===== src/hw/rtl/wprt_pkg.sv =====
// Shared types, widths and helpers for the weighted point rigid transform.
package wprt_pkg;

   localparam int VAL_W      = 32;
   localparam int COEF_W     = 16;
   localparam int ROW_W      = 3 * COEF_W;
   localparam int N_AXES     = 3;
   localparam int N_PAIRS    = 6;
   localparam int PPROD_W    = VAL_W + COEF_W;
   localparam int CPROD_W    = 2 * COEF_W;
   localparam int WPROD_W    = 64;
   localparam int DEN_W      = 2 * VAL_W;
   localparam int QUO_W      = VAL_W;
   localparam int REM_W      = DEN_W + QUO_W + 1;
   localparam int SUM_W      = WPROD_W + 2;
   localparam int CSR_IDX_W  = 3;
   localparam int CSR_DATA_W = ROW_W;

   // Pipeline depth of one lane: square, divider setup, one stage per
   // quotient bit, weight product.
   localparam int LANE_DEPTH = QUO_W + 3;

   localparam logic [CSR_IDX_W-1:0] REG_ROT_X   = 3'd0;
   localparam logic [CSR_IDX_W-1:0] REG_ROT_Y   = 3'd1;
   localparam logic [CSR_IDX_W-1:0] REG_ROT_Z   = 3'd2;
   localparam logic [CSR_IDX_W-1:0] REG_SHIFT_X = 3'd3;
   localparam logic [CSR_IDX_W-1:0] REG_SHIFT_Y = 3'd4;
   localparam logic [CSR_IDX_W-1:0] REG_SHIFT_Z = 3'd5;

   // Row and column of each unique entry of the symmetric weight matrix.
   localparam int PAIR_I [N_PAIRS] = '{0, 0, 0, 1, 1, 2};
   localparam int PAIR_J [N_PAIRS] = '{0, 1, 2, 1, 2, 2};

   typedef logic [N_AXES-1:0][COEF_W-1:0]   coef_vec_type;
   typedef logic [N_AXES-1:0][PPROD_W-1:0]  pprod_vec_type;
   typedef logic [N_PAIRS-1:0][CPROD_W-1:0] cprod_vec_type;
   typedef logic [N_PAIRS-1:0][WPROD_W-1:0] wprod_vec_type;
   typedef logic [N_AXES-1:0][VAL_W-1:0]    pos_vec_type;
   typedef logic [N_PAIRS-1:0][VAL_W-1:0]   wmat_vec_type;

   function automatic logic [VAL_W-1:0] sat_word(input logic signed [SUM_W-1:0] x);
      logic [VAL_W-1:0] r;
      if (x > SUM_W'(64'sh7fffffff)) begin
         r = 32'h7fffffff;
      end else if (x < -SUM_W'(64'sh80000000)) begin
         r = 32'h80000000;
      end else begin
         r = x[VAL_W-1:0];
      end
      return r;
   endfunction

endpackage


===== src/hw/rtl/wprt_merge.sv =====
// Merge stage: sum lane products, scale, translate and saturate.
module wprt_merge #(
   parameter int COEF_FRAC_BITS = 14
) (
   input  logic                    clock,
   input  logic                    en,
   input  wprt_pkg::pprod_vec_type pp [3],
   input  wprt_pkg::wprod_vec_type wp [3],
   input  wprt_pkg::pos_vec_type   shift,
   output wprt_pkg::pos_vec_type   pos_out,
   output wprt_pkg::wmat_vec_type  w_out
);
   import wprt_pkg::*;

   logic signed [PPROD_W+1:0] acc_c [N_AXES];
   logic signed [SUM_W-1:0]   tot_c [N_AXES];
   logic signed [SUM_W-1:0]   ws_c  [N_PAIRS];
   pos_vec_type               pos_c;
   wmat_vec_type              w_c;
   pos_vec_type               pos_ff;
   wmat_vec_type              w_ff;

   always_comb begin
      for (int i = 0; i < N_AXES; i++) begin
         acc_c[i] = (PPROD_W+2)'($signed(pp[0][i])) + (PPROD_W+2)'($signed(pp[1][i]))
                  + (PPROD_W+2)'($signed(pp[2][i]));
         tot_c[i] = SUM_W'(acc_c[i] >>> COEF_FRAC_BITS) + SUM_W'($signed(shift[i]));
         pos_c[i] = sat_word(tot_c[i]);
      end
      for (int n = 0; n < N_PAIRS; n++) begin
         ws_c[n] = SUM_W'($signed(wp[0][n])) + SUM_W'($signed(wp[1][n]))
                 + SUM_W'($signed(wp[2][n]));
         w_c[n]  = sat_word(ws_c[n] >>> (2 * COEF_FRAC_BITS));
      end
   end

   always_ff @(posedge clock) begin
      if (en) begin
         pos_ff <= pos_c;
         w_ff   <= w_c;
      end
   end

   assign pos_out = pos_ff;
   assign w_out   = w_ff;

endmodule

===== config.mk =====
export PLATFORM = sky130hd
export DESIGN_NAME = wprt_merge
export DESIGN_NICKNAME = d
export VERILOG_FILES = /design/src/hw/rtl/wprt_pkg.sv /design/src/hw/rtl/wprt_merge.sv
export SDC_FILE = /design/constraint.sdc
export NUM_CORES = 2
export LEC_CHECK = 0
export BUFFER_PORTS_ARGS = -buffer_cell sky130_fd_sc_hd__buf_2
export CAP_MARGIN = 5
export CORE_AREA = 2 2 774 776
export DETAILED_ROUTE_END_ITERATION = 16
export DIE_AREA = 0 0 776 778
export GPL_TIMING_DRIVEN = 1
export PLACE_DENSITY = 0.31
export SYNTH_ARGS = -nofsm -noshare
export SYNTH_HDL_FRONTEND = slang
export SYNTH_SLANG_ARGS = --single-unit

===== constraint.sdc =====
create_clock -name clock -period 6.6 [get_ports clock]
set_input_delay 0 -clock clock [delete_from_list [all_inputs] [get_ports clock]]
set_output_delay 0 -clock clock [all_outputs]
set_load 0.02 [all_outputs]

==> impl_metrics.env <==
export IMPL_status="completed"
export IMPL_min_period_over_period=0.959
export IMPL_end_kind="flop"
export IMPL_fp_dieArea_um2=604000
export IMPL_cts_tree="done"
export IMPL_p_seq_frac=0.153
export IMPL_gp_congestion=0.931
export IMPL_hp_class="input pin to flop"
export IMPL_cpPeakStageDelay_ns=0.62
export IMPL_syn_nets=8173
export IMPL_yosysUniqueCellTypes=114
export IMPL_cp_required_ns=7.06
export IMPL_avgViaCountPerCell=3.44
export IMPL_syn_inst=5330
export IMPL_synth_seq_area_share=0.172
export IMPL_syn_to_final_growth_pct=50.9
export IMPL_critPathCapture="pos_out[65]"
export IMPL_synth_main_ff_cell="edfxtp_1"
export IMPL_synthArstFlopShare=0
export IMPL_yosysTopAreaCell="fa_1"
export IMPL_slew_violations=0
export IMPL_overflow=0
export IMPL_place_inst=15300
export IMPL_timing_hold_violations_final=0
export IMPL_antenna_found_initial=534
export IMPL_grt_max_degree=97
export IMPL_layout_setup_ws_ns=0.270
export IMPL_maxCapViolCount=0
export IMPL_yosysWarnings=0
export IMPL_path_class="input pin to flop"
export IMPL_intPower_mw=10.7
export IMPL_grt_usage=0.147
export IMPL_vias=54700
export IMPL_htreeDepth=2
export IMPL_cts_buffers=51
export IMPL_clk_pin_slew_ns=0.06
export IMPL_io_buffers=1969
export IMPL_grt_pass1_vias=55500
export IMPL_placed_cell_area_um2=71900
export IMPL_max_freq_ghz=0.158
export IMPL_vdd_drop_max_uv=207
export IMPL_crit_slowest_cell="fa_1"
export IMPL_cts_sinks=288
export IMPL_rows=284
export IMPL_total_leakage_power_nw=32.1
export IMPL_post_route_cells_drive_above_1_share=0.318
export IMPL_layout_cells_non_filler=15900
export IMPL_clock_tree_root_cell="clkbuf_16"
export IMPL_ant_nets=0
export IMPL_netlist_area_leader_share=0.208
export IMPL_die_h_um=778
export IMPL_utilization=0.127
export IMPL_yosysMostFrequentCell="ha_1"
export IMPL_whs_ns=0.0945
export IMPL_tightest_slew_ns=0.911
export IMPL_wire_per_inst_um=29.1
export IMPL_timing_critical_path_from="pp[98]"
export IMPL_combPwrFrac=0.712
export IMPL_post_route_drc_count=0
export IMPL_final_nets=10500
export IMPL_yosys_top_cells_count="639 x ha_1, 543 x a21oi_1, 522 x fa_1, 382 x o21ai_0, 337 x a21o_1"
export IMPL_ys_ff_latch=288
export IMPL_maxSlewHeadroom=0.392
export IMPL_clk_path_buf_depth=3
export IMPL_power_switching_mw=11.1
export IMPL_syn_area_per_cell_um2=9.44
export IMPL_synth_area_um2=50300
export IMPL_synth_area_leaders="fa_1 21%, edfxtp_1 17%, ha_1 16%"
export IMPL_clock_power_share=0.135
export IMPL_core_area_um2=596000
export IMPL_fin_area_um2=75900
export IMPL_drt_pass1_iter_count=6
export IMPL_synth_edf_count=288
export IMPL_drt_total_wl_um=463000
export IMPL_pin_count=1970
export IMPL_drt_iter0_markers=3390
export IMPL_fp_dieW_um=776
export IMPL_fin_crit_ns=6.33
export IMPL_p_sw_frac=0.508
export IMPL_cp_start_kind="input pin"
export IMPL_setup_viol=0
export IMPL_dp_slack_ns=-0.785
export IMPL_initial_utilization=0.0845
export IMPL_p_per_area_nw_per_um2=286
export IMPL_dp_hpwl_um=431000
export IMPL_critPathArrivalTime_ns=6.79
export IMPL_grt_pass1_wl_um=579000
export IMPL_cp_max_fo=6
-- critical path: cells and delay by family --
family,cells,cell delay (ns)
buffers and inverters,7,1.21
AO/OA/AOI/OAI,15,3.06
XOR/XNOR,2,0.32
AND/OR/NAND/NOR,5,1.00
adder cells (fa/ha/maj),3,1.16
-- cell families (layout without fill, tap and decap cells) --
| group | count (synthesis) | count (layout) | synth area share |
|---|---|---|---|
| XOR/XNOR | 385 | 385 | 0.0671 |
| AO/OA/AOI/OAI | 1925 | 1925 | 0.246 |
| buffers and inverters | 379 | 2765 | 0.0307 |
| flip-flops | 288 | 288 | 0.172 |
| multiplexers | 2 | 2 | 0.000423 |
| AND/OR/NAND/NOR | 1190 | 1190 | 0.117 |
| other | 0 | 321 | 0 |
| adder cells (fa/ha/maj) | 1161 | 1161 | 0.366 |
-- layer usage --
metal	global-route usage	up-vias	part of all wire
met5	0	-	0.0037
met4	0.0491	258	0.046
met3	0.0633	952	0.10
met2	0.239	2381	0.45
met1	0.173	26200	0.40
li1	-	24900	-
-- layout by cell type, fill, tap and decap left out, drive strengths merged, types with 145 or more instances in the layout --
| cell | count |
|---|---|
| fa | 522 |
| xnor2 | 230 |
| diode | 321 |
| edfxtp | 288 |
| xor2 | 155 |
| dlygate4sd3 | 145 |
| o21ai | 482 |
| ha | 639 |
| buf | 2274 |
| a21o | 337 |
| inv | 251 |
| nand2 | 328 |
| a21oi | 553 |
| nor2 | 264 |
-- stage by stage --
step                      total power [mW]  TNS [ns]
after floorplan                       11.8         0
after global placement                18.8    -28.60
after detailed placement              18.7    -29.84
after CTS                             22.2         0
after global routing                  23.5   -0.0416
final                                 21.7         0
-- final cells by class --
cell class	instances	area [um2]
sequential	288	8650
inverter	249	938
clock buffer	58	1320
timing repair buffer	2421	13800
fill	68900	520000
multi-input combinational	4663	40200
antenna	321	803
clock inverter	37	360
tap	7865	9840
-- worst min path at each step --
| stage | from | endpoint | slack, ns | depth (start not counted) |
|---|---|---|---|---|
| floorplan | en | pos_out[0] | 0.11 | 0 |
| global placement | w_out[31] | w_out[31] | 0.45 | 1 |
| detailed placement | w_out[31] | w_out[31] | 0.45 | 1 |
| CTS | wp[104] | w_out[44] | 0.00009 | 5 |
| global route | wp[104] | w_out[44] | 0.06 | 5 |
| finish | wp[419] | w_out[7] | 0.09 | 5 |
-- repair_timing --
action | 4_1_cts | 5_1_grt
endpoints found under the setup margin | 0 | 31
hold buffers | 145 | 0
setup buffers | 0 | 2
resized for setup | 0 | 8
hold endpoints to repair | 192 | 0
-- power groups by stage --
stage	clock network, mW	logic, mW	registers, mW
after detailed placement	0	15.4	3.37
after global routing	3.14	17.0	3.38
after CTS	3.13	15.7	3.35
after floorplan	0	7.76	4.02
after global placement	0	15.4	3.40
final	2.94	15.5	3.33
-- state kept, by name, summed over array words and instances (netlist names) --
register,cells
w_out,192
pos_out,96
Note: power is estimated with default switching activity, not from simulation.
